## src/rtl/core/miller_rabin_prime_test_core_assert.svh

```systemverilog
// Assertion macros for the Miller-Rabin prime test core.
`ifndef MILLER_RABIN_PRIME_TEST_CORE_ASSERT_SVH
`define MILLER_RABIN_PRIME_TEST_CORE_ASSERT_SVH

// Property that must hold at every clock edge outside reset.
`define MRPT_ASSERT(lbl, prop, msg) \
  lbl: assert property (@(posedge clk_i) disable iff (!rst_ni) (prop)) else $error(msg);

// Condition that must never be true outside reset.
`define MRPT_ASSERT_NEVER(lbl, cond, msg) \
  lbl: assert property (@(posedge clk_i) disable iff (!rst_ni) !(cond)) else $error(msg);

`endif

```

## src/rtl/core/mrpt_pkg.sv

```systemverilog
// Package with constants and helpers for the Miller-Rabin prime test core.
package mrpt_pkg;

  localparam int unsigned NUM_BITS_DEF   = 31;
  localparam int unsigned MAX_TRIALS_DEF = 16;

  localparam int unsigned LFSR_W = 32;
  localparam int unsigned TC_W   = 5;
  localparam int unsigned CFG_IDX_W = 8;

  localparam logic [LFSR_W-1:0] LFSR_TAPS   = 32'h8020_0003;
  localparam logic [LFSR_W-1:0] SEED_RESET  = 32'd1;
  localparam logic [TC_W-1:0]   TRIALS_RESET = 5'd10;

  // Configuration register indexes.
  localparam logic [CFG_IDX_W-1:0] CFG_TRIAL_COUNT = 8'd0;
  localparam logic [CFG_IDX_W-1:0] CFG_RNG_SEED    = 8'd1;

  // One step of the right-shifting Galois LFSR.
  function automatic logic [LFSR_W-1:0] lfsr_next(input logic [LFSR_W-1:0] v);
    lfsr_next = (v >> 1) ^ (v[0] ? LFSR_TAPS : '0);
  endfunction

endpackage

```

## src/rtl/core/mrpt_if.sv

```systemverilog
// Handshake interfaces for the candidate, result and configuration channels.
interface mrpt_cand_if #(parameter int unsigned NUM_BITS = 31);
  logic                valid;
  logic                ready;
  logic [NUM_BITS-1:0] candidate;
  modport source (output valid, output candidate, input ready);
  modport sink   (input valid, input candidate, output ready);
endinterface

interface mrpt_res_if;
  logic valid;
  logic ready;
  logic is_prime;
  modport source (output valid, output is_prime, input ready);
  modport sink   (input valid, input is_prime, output ready);
endinterface

interface mrpt_cfg_if;
  logic        valid;
  logic        ready;
  logic [7:0]  index;
  logic [31:0] wdata;
  modport source (output valid, output index, output wdata, input ready);
  modport sink   (input valid, input index, input wdata, output ready);
endinterface

```

## src/rtl/core/mrpt_modmul.sv

```systemverilog
// Bit-serial modular multiplier: one multiplier bit per cycle, MSB first.
module mrpt_modmul import mrpt_pkg::*; #(
  parameter int unsigned NB = NUM_BITS_DEF
) (
  input  logic          clk_i,
  input  logic          rst_ni,
  input  logic          start_i,
  input  logic [NB-1:0] a_i,
  input  logic [NB-1:0] b_i,
  input  logic [NB-1:0] m_i,
  output logic          done_o,
  output logic [NB-1:0] res_o
);
  localparam int unsigned CW = $clog2(NB + 1);

  logic          busy_q, done_q;
  logic [CW-1:0] cnt_q;
  logic [NB-1:0] acc_q, a_q, b_q, m_q;
  logic [NB:0]   dbl, dbl_r, sum, sum_r;

  // Horner step: acc = (2*acc + bit*a) mod m, both terms reduced by one subtract.
  always_comb begin
    dbl   = {acc_q, 1'b0};
    dbl_r = (dbl >= {1'b0, m_q}) ? dbl - {1'b0, m_q} : dbl;
    sum   = dbl_r + {1'b0, (b_q[NB-1] ? a_q : {NB{1'b0}})};
    sum_r = (sum >= {1'b0, m_q}) ? sum - {1'b0, m_q} : sum;
  end

  always_ff @(posedge clk_i or negedge rst_ni) begin
    if (!rst_ni) begin
      busy_q <= 1'b0;
      done_q <= 1'b0;
      cnt_q  <= '0;
    end else begin
      done_q <= !start_i && busy_q && (cnt_q == CW'(1));
      if (start_i) begin
        busy_q <= 1'b1;
        cnt_q  <= CW'(NB);
      end else if (busy_q) begin
        cnt_q <= cnt_q - CW'(1);
        if (cnt_q == CW'(1)) begin
          busy_q <= 1'b0;
        end
      end
    end
  end

  always_ff @(posedge clk_i) begin
    if (start_i) begin
      acc_q <= '0;
      a_q   <= a_i;
      b_q   <= b_i;
      m_q   <= m_i;
    end else if (busy_q) begin
      acc_q <= sum_r[NB-1:0];
      b_q   <= b_q << 1;
    end
  end

  assign done_o = done_q;
  assign res_o  = acc_q;
endmodule

```

## src/rtl/core/mrpt_moddiv.sv

```systemverilog
// Bit-serial restoring remainder unit: one dividend bit per cycle.
module mrpt_moddiv import mrpt_pkg::*; #(
  parameter int unsigned NB = NUM_BITS_DEF
) (
  input  logic              clk_i,
  input  logic              rst_ni,
  input  logic              start_i,
  input  logic [LFSR_W-1:0] dividend_i,
  input  logic [NB-1:0]     divisor_i,
  output logic              done_o,
  output logic [NB-1:0]     rem_o
);
  localparam int unsigned CW = $clog2(LFSR_W + 1);

  logic              busy_q, done_q;
  logic [CW-1:0]     cnt_q;
  logic [LFSR_W-1:0] dvd_q;
  logic [NB-1:0]     div_q, rem_q;
  logic [NB:0]       trial;

  always_comb begin
    trial = {rem_q, dvd_q[LFSR_W-1]};
    if (trial >= {1'b0, div_q}) trial = trial - {1'b0, div_q};
  end

  always_ff @(posedge clk_i or negedge rst_ni) begin
    if (!rst_ni) begin
      busy_q <= 1'b0;
      done_q <= 1'b0;
      cnt_q  <= '0;
    end else begin
      done_q <= !start_i && busy_q && (cnt_q == CW'(1));
      if (start_i) begin
        busy_q <= 1'b1;
        cnt_q  <= CW'(LFSR_W);
      end else if (busy_q) begin
        cnt_q <= cnt_q - CW'(1);
        if (cnt_q == CW'(1)) begin
          busy_q <= 1'b0;
        end
      end
    end
  end

  always_ff @(posedge clk_i) begin
    if (start_i) begin
      dvd_q <= dividend_i;
      div_q <= divisor_i;
      rem_q <= '0;
    end else if (busy_q) begin
      dvd_q <= dvd_q << 1;
      rem_q <= trial[NB-1:0];
    end
  end

  assign done_o = done_q;
  assign rem_o  = rem_q;
endmodule

```

## src/rtl/core/miller_rabin_prime_test_core.sv

```systemverilog
// Top level of the Miller-Rabin probable-prime test core.
//
// Usage: a candidate item enters on cand_i; exactly one result item, is_prime,
// leaves on res_o for each candidate, in order. cfg_i writes trial_count
// (index 0) and rng_seed (index 1); writing rng_seed also reloads the witness
// LFSR. Writes are taken at any time but belong to idle periods.
// Candidates 0 to 4, or a zero trial count, go straight to the final state.
// Otherwise the time is set by the bit-serial modular multiplier: each round
// takes a witness remainder, up to 2*NUM_BITS products for a^d mod n and up
// to s-1 squarings; a composite usually ends after one round.
// One candidate is worked on at a time; cand_i is ready whenever the core is
// idle, even while a finished result still waits in the output register.
// If res_o is stalled, the next result holds in its final state until the
// output register frees. Reset empties the output, sets trial_count to 10 and
// seed and LFSR to 1.
module miller_rabin_prime_test_core import mrpt_pkg::*; #(
  parameter int unsigned NUM_BITS   = NUM_BITS_DEF,
  parameter int unsigned MAX_TRIALS = MAX_TRIALS_DEF
) (
  input  logic        clk_i,
  input  logic        rst_ni,
  mrpt_cand_if.sink   cand_i,
  mrpt_res_if.source  res_o,
  mrpt_cfg_if.sink    cfg_i
);
  `include "miller_rabin_prime_test_core_assert.svh"

  localparam int unsigned NB = NUM_BITS;
  localparam int unsigned TW = $clog2(MAX_TRIALS + 1);
  localparam int unsigned SW = $clog2(NB);
  localparam int unsigned CW = $clog2(NB + 1);

  typedef enum logic [8:0] {
    S_IDLE    = 9'b000000001,
    S_DECOMP  = 9'b000000010,
    S_DIV     = 9'b000000100,
    S_EXP     = 9'b000001000,
    S_EXP_SQ  = 9'b000010000,
    S_EXP_MUL = 9'b000100000,
    S_CHECK   = 9'b001000000,
    S_SQR     = 9'b010000000,
    S_FIN     = 9'b100000000
  } state_e;

  state_e            state_q;
  logic [TC_W-1:0]   trials_q;
  logic [LFSR_W-1:0] seed_q, lfsr_q;
  logic [NB-1:0]     n_q, d_q, e_q, a_q, x_q;
  logic [SW-1:0]     s_q, j_q;
  logic [CW-1:0]     ebits_q;
  logic              started_q;
  logic [TW-1:0]     rounds_q, lim_q;
  logic              verdict_q, res_q, res_valid_q;
  logic              mm_go_q, mm_mul_q, mm_go_d, mm_mul_d;

  logic          mm_done, dv_done, cand_acc, res_load, cfg_acc, seed_wr, mm_wait;
  logic [NB-1:0] mm_res, dv_rem, nm1, nm4, cand_n;
  logic [TW-1:0] lim_new;
  logic          round_pass, round_fail, last_round, round_go;

  // Shared modular multiplier: squares x, or multiplies x by the witness.
  mrpt_modmul #(.NB(NB)) u_modmul (
    .clk_i, .rst_ni,
    .start_i (mm_go_q),
    .a_i     (x_q),
    .b_i     (mm_mul_q ? a_q : x_q),
    .m_i     (n_q),
    .done_o  (mm_done),
    .res_o   (mm_res)
  );

  // Witness remainder: LFSR mod (n-4).
  mrpt_moddiv #(.NB(NB)) u_moddiv (
    .clk_i, .rst_ni,
    .start_i    (round_go),
    .dividend_i (lfsr_q),
    .divisor_i  (nm4),
    .done_o     (dv_done),
    .rem_o      (dv_rem)
  );

  assign cand_i.ready = (state_q == S_IDLE);
  assign cand_acc     = cand_i.valid && cand_i.ready;
  assign cand_n       = cand_i.candidate;
  assign cfg_i.ready  = 1'b1;
  assign cfg_acc      = cfg_i.valid && cfg_i.ready;
  assign seed_wr      = cfg_acc && (cfg_i.index == CFG_RNG_SEED);
  assign res_o.valid    = res_valid_q;
  assign res_o.is_prime = res_q;
  assign res_load       = (state_q == S_FIN) && (!res_valid_q || res_o.ready);
  assign mm_wait = (state_q == S_EXP_SQ) || (state_q == S_EXP_MUL) || (state_q == S_SQR);

  assign nm1 = n_q - NB'(1);
  assign nm4 = n_q - NB'(4);

  // Effective round count saturates at MAX_TRIALS.
  assign lim_new = (32'(trials_q) > 32'(MAX_TRIALS)) ? TW'(MAX_TRIALS) : TW'(trials_q);

  always_comb begin
    round_pass = 1'b0;
    round_fail = 1'b0;
    case (state_q)
      S_CHECK: begin
        if (x_q == NB'(1) || x_q == nm1) round_pass = 1'b1;
        else if (s_q <= SW'(1))          round_fail = 1'b1;
      end
      S_SQR: begin
        if (mm_done) begin
          if (mm_res == NB'(1))   round_fail = 1'b1;
          else if (mm_res == nm1) round_pass = 1'b1;
          else if ({1'b0, j_q} + (SW+1)'(1) >= {1'b0, s_q}) round_fail = 1'b1;
        end
      end
      default: ;
    endcase
    last_round = ({1'b0, rounds_q} + (TW+1)'(1)) == {1'b0, lim_q};
    round_go   = ((state_q == S_DECOMP) && d_q[0]) || (round_pass && !last_round);
  end

  // Multiplier launches: a square or a multiply during the exponent walk, and
  // one square per step of the squaring loop while the round is undecided.
  always_comb begin
    mm_go_d  = 1'b0;
    mm_mul_d = (state_q == S_EXP_SQ);
    case (state_q)
      S_EXP:    mm_go_d = (ebits_q != '0) && (started_q || e_q[NB-1]);
      S_EXP_SQ: mm_go_d = mm_done && e_q[NB-1];
      S_CHECK:  mm_go_d = !round_pass && !round_fail;
      S_SQR:    mm_go_d = mm_done && !round_pass && !round_fail;
      default:  mm_go_d = 1'b0;
    endcase
  end

  always_ff @(posedge clk_i or negedge rst_ni) begin
    if (!rst_ni) begin
      state_q     <= S_IDLE;
      trials_q    <= TRIALS_RESET;
      seed_q      <= SEED_RESET;
      lfsr_q      <= SEED_RESET;
      res_valid_q <= 1'b0;
      mm_go_q     <= 1'b0;
      mm_mul_q    <= 1'b0;
      rounds_q    <= '0;
    end else begin
      mm_go_q  <= mm_go_d;
      mm_mul_q <= mm_mul_d;
      if (cfg_acc && cfg_i.index == CFG_TRIAL_COUNT) trials_q <= cfg_i.wdata[TC_W-1:0];
      if (seed_wr) seed_q <= cfg_i.wdata;
      if (round_go)     lfsr_q <= lfsr_next(lfsr_q);
      else if (seed_wr) lfsr_q <= cfg_i.wdata;
      res_valid_q <= res_load || (res_valid_q && !res_o.ready);

      if (round_go) begin
        state_q <= S_DIV;
        if (round_pass) rounds_q <= rounds_q + TW'(1);
      end else if (round_pass || round_fail) begin
        state_q <= S_FIN;
      end else begin
        case (state_q)
          S_IDLE: begin
            if (cand_acc) begin
              rounds_q <= '0;
              if (cand_n <= NB'(4) || lim_new == '0) state_q <= S_FIN;
              else                                  state_q <= S_DECOMP;
            end
          end
          S_DECOMP: ;
          S_DIV: if (dv_done) state_q <= S_EXP;
          S_EXP: begin
            if (ebits_q == '0) begin
              state_q <= S_CHECK;
            end else if (started_q || e_q[NB-1]) begin
              state_q <= S_EXP_SQ;
            end
          end
          S_EXP_SQ: begin
            if (mm_done) begin
              if (e_q[NB-1]) state_q <= S_EXP_MUL;
              else           state_q <= S_EXP;
            end
          end
          S_EXP_MUL: if (mm_done) state_q <= S_EXP;
          S_CHECK: state_q <= S_SQR;
          S_SQR: ;
          S_FIN: if (res_load) state_q <= S_IDLE;
          default: state_q <= S_IDLE;
        endcase
      end
    end
  end

  // Datapath registers; control above decides when they move.
  always_ff @(posedge clk_i) begin
    if (res_load) res_q <= verdict_q;
    if (round_pass && last_round) verdict_q <= 1'b1;
    if (round_fail)               verdict_q <= 1'b0;
    case (state_q)
      S_IDLE: begin
        if (cand_acc) begin
          n_q       <= cand_n;
          d_q       <= cand_n - NB'(1);
          s_q       <= '0;
          lim_q     <= lim_new;
          verdict_q <= (cand_n == NB'(2) || cand_n == NB'(3) ||
                        (cand_n > NB'(4) && lim_new == '0));
        end
      end
      S_DECOMP: begin
        if (!d_q[0]) begin
          d_q <= d_q >> 1;
          s_q <= s_q + SW'(1);
        end
      end
      S_DIV: begin
        if (dv_done) begin
          a_q       <= dv_rem + NB'(2);
          x_q       <= NB'(1);
          e_q       <= d_q;
          ebits_q   <= CW'(NB);
          started_q <= 1'b0;
        end
      end
      S_EXP: begin
        if (ebits_q != '0) begin
          if (started_q || e_q[NB-1]) begin
            started_q <= 1'b1;
          end else begin
            e_q     <= e_q << 1;
            ebits_q <= ebits_q - CW'(1);
          end
        end
      end
      S_EXP_SQ: begin
        if (mm_done) begin
          x_q <= mm_res;
          if (!e_q[NB-1]) begin
            e_q     <= e_q << 1;
            ebits_q <= ebits_q - CW'(1);
          end
        end
      end
      S_EXP_MUL: begin
        if (mm_done) begin
          x_q     <= mm_res;
          e_q     <= e_q << 1;
          ebits_q <= ebits_q - CW'(1);
        end
      end
      S_CHECK: j_q <= SW'(1);
      S_SQR: begin
        if (mm_done) begin
          x_q <= mm_res;
          j_q <= j_q + SW'(1);
        end
      end
      default: ;
    endcase
  end

  // A zero seed has to leave the LFSR stuck at zero.
  logic seed_zero;
  assign seed_zero = (seed_q == '0);

  `MRPT_ASSERT_NEVER(a_mm_done_state, mm_done && !mm_wait, "multiplier finished outside a wait")
  `MRPT_ASSERT_NEVER(a_res_overwrite, res_load && res_valid_q && !res_o.ready, "result overwritten")
  `MRPT_ASSERT_NEVER(a_rounds_bound, rounds_q > lim_q && state_q != S_IDLE, "round count beyond limit")
  `MRPT_ASSERT(a_zero_seed_lfsr, (seed_zero && $past(seed_wr)) |-> lfsr_q == '0, "zero seed not loaded")
endmodule

```

## src/flat_wrapper.sv

```systemverilog
// flat-port wrapper written by rule: the top's interface ports become plain ports
module miller_rabin_prime_test_core_flat import mrpt_pkg::*;
#(
  parameter int unsigned NUM_BITS   = NUM_BITS_DEF,
  parameter int unsigned MAX_TRIALS = MAX_TRIALS_DEF
)
  (clk_i, rst_ni, cand_i_valid, cand_i_candidate, cand_i_ready, res_o_valid, res_o_is_prime, res_o_ready, cfg_i_valid, cfg_i_index, cfg_i_wdata, cfg_i_ready);
  mrpt_cand_if #(.NUM_BITS(NUM_BITS)) cand_i_i ();
  mrpt_res_if res_o_i ();
  mrpt_cfg_if cfg_i_i ();
  input  logic clk_i;
  input  logic rst_ni;
  input wire logic [$bits(cand_i_i.valid)-1:0] cand_i_valid;
  input wire logic [$bits(cand_i_i.candidate)-1:0] cand_i_candidate;
  output wire logic [$bits(cand_i_i.ready)-1:0] cand_i_ready;
  output wire logic [$bits(res_o_i.valid)-1:0] res_o_valid;
  output wire logic [$bits(res_o_i.is_prime)-1:0] res_o_is_prime;
  input wire logic [$bits(res_o_i.ready)-1:0] res_o_ready;
  input wire logic [$bits(cfg_i_i.valid)-1:0] cfg_i_valid;
  input wire logic [$bits(cfg_i_i.index)-1:0] cfg_i_index;
  input wire logic [$bits(cfg_i_i.wdata)-1:0] cfg_i_wdata;
  output wire logic [$bits(cfg_i_i.ready)-1:0] cfg_i_ready;
  assign cand_i_i.valid = cand_i_valid;
  assign cand_i_i.candidate = cand_i_candidate;
  assign cand_i_ready = cand_i_i.ready;
  assign res_o_valid = res_o_i.valid;
  assign res_o_is_prime = res_o_i.is_prime;
  assign res_o_i.ready = res_o_ready;
  assign cfg_i_i.valid = cfg_i_valid;
  assign cfg_i_i.index = cfg_i_index;
  assign cfg_i_i.wdata = cfg_i_wdata;
  assign cfg_i_ready = cfg_i_i.ready;
  miller_rabin_prime_test_core #(.NUM_BITS(NUM_BITS), .MAX_TRIALS(MAX_TRIALS)) u_core (.clk_i(clk_i), .rst_ni(rst_ni), .cand_i(cand_i_i), .res_o(res_o_i), .cfg_i(cfg_i_i));
endmodule
```

## config.mk

```make
export PLATFORM = sky130hd
export DESIGN_NAME = miller_rabin_prime_test_core_flat
export DESIGN_NICKNAME = d
export VERILOG_FILES = /design/src/rtl/core/mrpt_pkg.sv /design/src/rtl/core/mrpt_if.sv /design/src/rtl/core/mrpt_modmul.sv /design/src/rtl/core/mrpt_moddiv.sv /design/src/rtl/core/miller_rabin_prime_test_core.sv /design/src/flat_wrapper.sv
export VERILOG_INCLUDE_DIRS = /design/src /design/src/rtl/core
export SDC_FILE = /design/constraint.sdc
export NUM_CORES = 1
export LEC_CHECK = 0
export ABC_AREA = 1
export BUFFER_PORTS_ARGS = -buffer_cell sky130_fd_sc_hd__buf_2
export CORE_UTILIZATION = 45
export CTS_CLUSTER_SIZE = 8
export DETAILED_ROUTE_END_ITERATION = 8
export GPL_TIMING_DRIVEN = 1
export MAX_ROUTING_LAYER = met4
export PLACE_DENSITY = 0.7
export SYNTH_ARGS = -nofsm -noshare
export SYNTH_HDL_FRONTEND = slang
export SYNTH_SLANG_ARGS = --single-unit
```

## constraint.sdc

```tcl
create_clock -name clk_i -period 8.3 [get_ports clk_i]
set_input_delay 0 -clock clk_i [delete_from_list [all_inputs] [get_ports clk_i]]
set_output_delay 0 -clock clk_i [all_outputs]
set_load 0.01 [all_outputs]
```

==> summary.txt <==
Clock network
  – Clk root buf: clkbuf_16
  – Clk buf depth: 3
  – Worst-path clk slew: 0.05 ns
  – Clock Latency Late Sink: 0.63 ns
  – Post-CTS Setup Bufs: 0
  – Num Clock Sinks: 465
  – H-tree depth: 3
  – Total CTS buffers: 68
  – CTS tree: built

Timing
  – RSZ-0062 raised after global routing: false
  – Final Worst Setup Slack: 0.478 ns
  – Slew HR: 25.6%
  – Min Tclk post-route: 7.82 ns
  – Clk_skew: 0.0378 ns
  – Crit share post-route: 94.2%
  – Worst Tran Pin Value: 1.11 ns
  – Slew Viols, Final: 0
  – TNS Setup: 0 ns
  – Setup violators final: 0
  – Maximum clock frequency: 128 MHz
  – Final Hold Vio Count: 0

Layout
  – Layout area overhead: 13.6%
  – Ant diodes: 0
  – Share of post-route cells with drive strength above 1: 5.93%
  – Layout Nets: 4326
  – Area of the multi-input gates: 0.0149 sq mm
  – Fillers: 6275
  – Storage cell area: 0.0130 sq mm

Setup path
  – Max incr delay on CP: 0.67 ns
  – CP endpoint kind: flop
  – RR Startpoint: u_core.u_modmul.m_q[15]
  – Arrival time at the worst endpoint: 8.31 ns
  – Required @ worst endpoint: 8.79 ns
  – Critical Path Source: u_core.u_modmul.m_q[15]
  – Cell mode on critical path: nand2_1
  – Crit-path max FO: 46
  – Nature of the critical path startpoint: flop
  – CP max-delay cell: nor3_1
  – Worst setup path class: flop to flop

Floorplan
  – Core box area: 0.0662 sq mm
  – Number of I/O pins: 80
  – Die H: 262 um
  – Initial Util: 45.8%
  – FP Rows: 94
  – Die width: 262 um
  – Die area: 0.0685 sq mm

Drt
  – DRT antenna net count: 0
  – Drt pass-1 iters: 8
  – DRC viols: 0
  – Final wirelength: 94200 um
  – Vias: 27.1k
  – Vias per cell: 5.40
  – DR WL/cell: 18.8 um
  – DRT iter0 DRCs: 2573

Power and ir drop
  – Pwr dens: 281 mW/mm^2
  – Leak: 15.7 nW
  – Peak supply drop: 0.241 mV

Placement
  – # port buffers: 78
  – Final HPWL DP: 71500 um
  – Post-Place Setup Slack: 0.632 ns
  – Routability-driven placement congestion ratio: 1.03

Synthesis
  – Avg Cell Area, Syn: 7.70 sq um
  – Ranking of synthesized cells by area: edfxtp_1, nand2_1, inv_1
  – Ys Warns: 0
  – Flops & latches, synth: 465
  – Count of different cell masters after synthesis: 60
  – Count leader, synth: nand2_1
  – Yosys top cell area share: 33.0%
  – Seq/Total Area, Yosys: 42.8%
  – Dominant synthesized flop cell: edfxtp_1
  – Top post-synthesis cells by count: nand2_1, inv_1, nor2_1
  – Yosys top cell by area: edfxtp_1
  – Ys async rst share: 14.8%
  – Post-synth EDFFs: 333
  – Post-Syn Instances: 3941
  – Mapped Area: 0.0303 sq mm
  – Syn Nets: 4166

Min path
  – Worst hold start: cfg_i_index[4]
  – Worst min path class: input port to flop

Global route
  – Gr ovfl total: 0
  – Initial antenna violation count: 1
  – First-pass GRT wire length: 144000 um
  – Vias in the first global route: 25.3k
  – Largest net degree at the start of global routing: 90
  – GRT Util Overall: 28.2%

Outcome
  – Status: completed

Run
  – Max Cap Viol: 0
state kept, by name, indices dropped and copies added (netlist names), 6 cells and up:
signal / cells
u_core.d_q: 31
u_core.u_moddiv.rem_o: 31
u_core.u_modmul.res_o: 31
u_core.u_modmul.b_q: 31
u_core.u_modmul.a_q: 31
u_core.u_moddiv.div_q: 31
u_core.u_modmul.m_q: 31
u_core.u_moddiv.cnt_q: 6
u_core.u_moddiv.dvd_q: 32
u_core.x_q: 31
u_core.e_q: 31
u_core.lfsr_q: 32
u_core.state_q: 9
u_core.n_q: 31
u_core.a_q: 31
metrics by stage:
stage / area, sq um / utilization (%) / hold slack [ns] / std cells / power (mW)
2_1_floorplan: 30300 / - / -0.296 / 3941 / 5.92
3_5_place_dp: 31700 / 47.8 / -0.154 / 4822 / 6.94
6_report: 34500 / 52.0 / 0.130 / 5010 / 9.68
4_1_cts: 34400 / 52.0 / 0.0674 / 5010 / 9.66
3_3_place_gp: 31700 / 47.8 / -0.152 / 4822 / 6.93
5_1_grt: 34500 / 52.0 / 0.154 / 5010 / 10.3
worst max-delay path, delay by kind of cell (launching register included):
family	cells	cell delay, ns
AND/OR/NAND/NOR	13	2.64
buffers and inverters	7	1.24
flip-flops	1	0.31
XOR/XNOR	1	0.20
adder cells (fa/ha/maj)	4	1.34
AO/OA/AOI/OAI	9	1.91
report_power, final:
group | total, mW | leakage, nW | internal [mW] | switching, mW
combinational | 3.73 | 10.5 | 1.29 | 2.45
clock | 2.66 | 0.971 | 1.56 | 1.10
sequential | 3.28 | 4.21 | 2.92 | 0.364
total | 9.68 | 15.7 | 5.76 | 3.91
layout make-up:
type | count | share of cell area [%]
repair buffers | 177 | 3.83
flip-flops and latches | 465 | 37.7
inverters | 558 | 6.08
clock inverters | 8 | 0.567
well taps | 864 | 3.14
multi-input cells | 2831 | 43.3
clock buffers | 107 | 5.39
timing repair:
action	in CTS	in global routing
hold buffers	73	0
hold endpoints to repair	169	0
resized for setup	0	1
endpoints found under the setup margin	0	31
cell families (layout without fill, tap and decap cells):
family | after synthesis | after routing | share of synthesized area [%]
DFF | 465 | 465 | 42.8
adders and majority gates | 149 | 149 | 6.24
other | 1 | 1 | 0.0124
and+or+nand+nor | 1902 | 1902 | 26.3
muxes | 5 | 5 | 0.186
buffers and inverters | 645 | 850 | 8.25
xor gates and xnor gates | 192 | 192 | 5.54
AOI/OAI and AO/OA | 582 | 582 | 10.7
path summary, 6_finish.rpt:
check,end,cells past startpoint,slack (ns)
max,u_core.u_modmul.res_o[14],34,0.48
min,u_core.lfsr_q[19],6,0.13
max reg2reg,u_core.u_modmul.res_o[14],34,0.48
min reg2reg,u_core.res_o.is_prime,0,0.44
max in group asynchronous,u_core.mm_go_q,3,7.43
min in group asynchronous,u_core.u_moddiv.cnt_q[3],3,0.16
cell usage in the layout (no fill, tap or decap), types with 7 or more instances in the layout:
master	n
a21o_1	15
clkbuf_16	68
o211ai_1	7
a21oi_1	187
nand4_1	40
dfrtp_1	64
a21boi_0	11
or2_2	12
nand3b_1	16
ha_1	145
clkbuf_1	38
o21a_1	12
dfxtp_1	63
xnor2_1	53
nor2_2	7
o22ai_1	38
o21ai_1	21
nand2_1	1003
edfxtp_1	333
o21ai_0	233
nor3_1	61
xor2_1	139
nor4_1	25
nand2_2	11
nand3_1	292
dlygate4sd3_1	73
inv_1	554
nor2_1	414
o21bai_1	9
buf_2	77
nor2_4	8
buf_4	27
a31oi_1	16
metal layers:
layer / GRT usage, % / routed length (um) / vias to the layer above
met1: 37.5 / 41600 / 12600
met2: 44.4 / 43400 / 912
met5: - / 0 / -
li1: - / - / 13400
met4: 9.09 / 2830 / 0
met3: 3.62 / 6280 / 159
No activity file was read; power rests on OpenSTA's default activity.
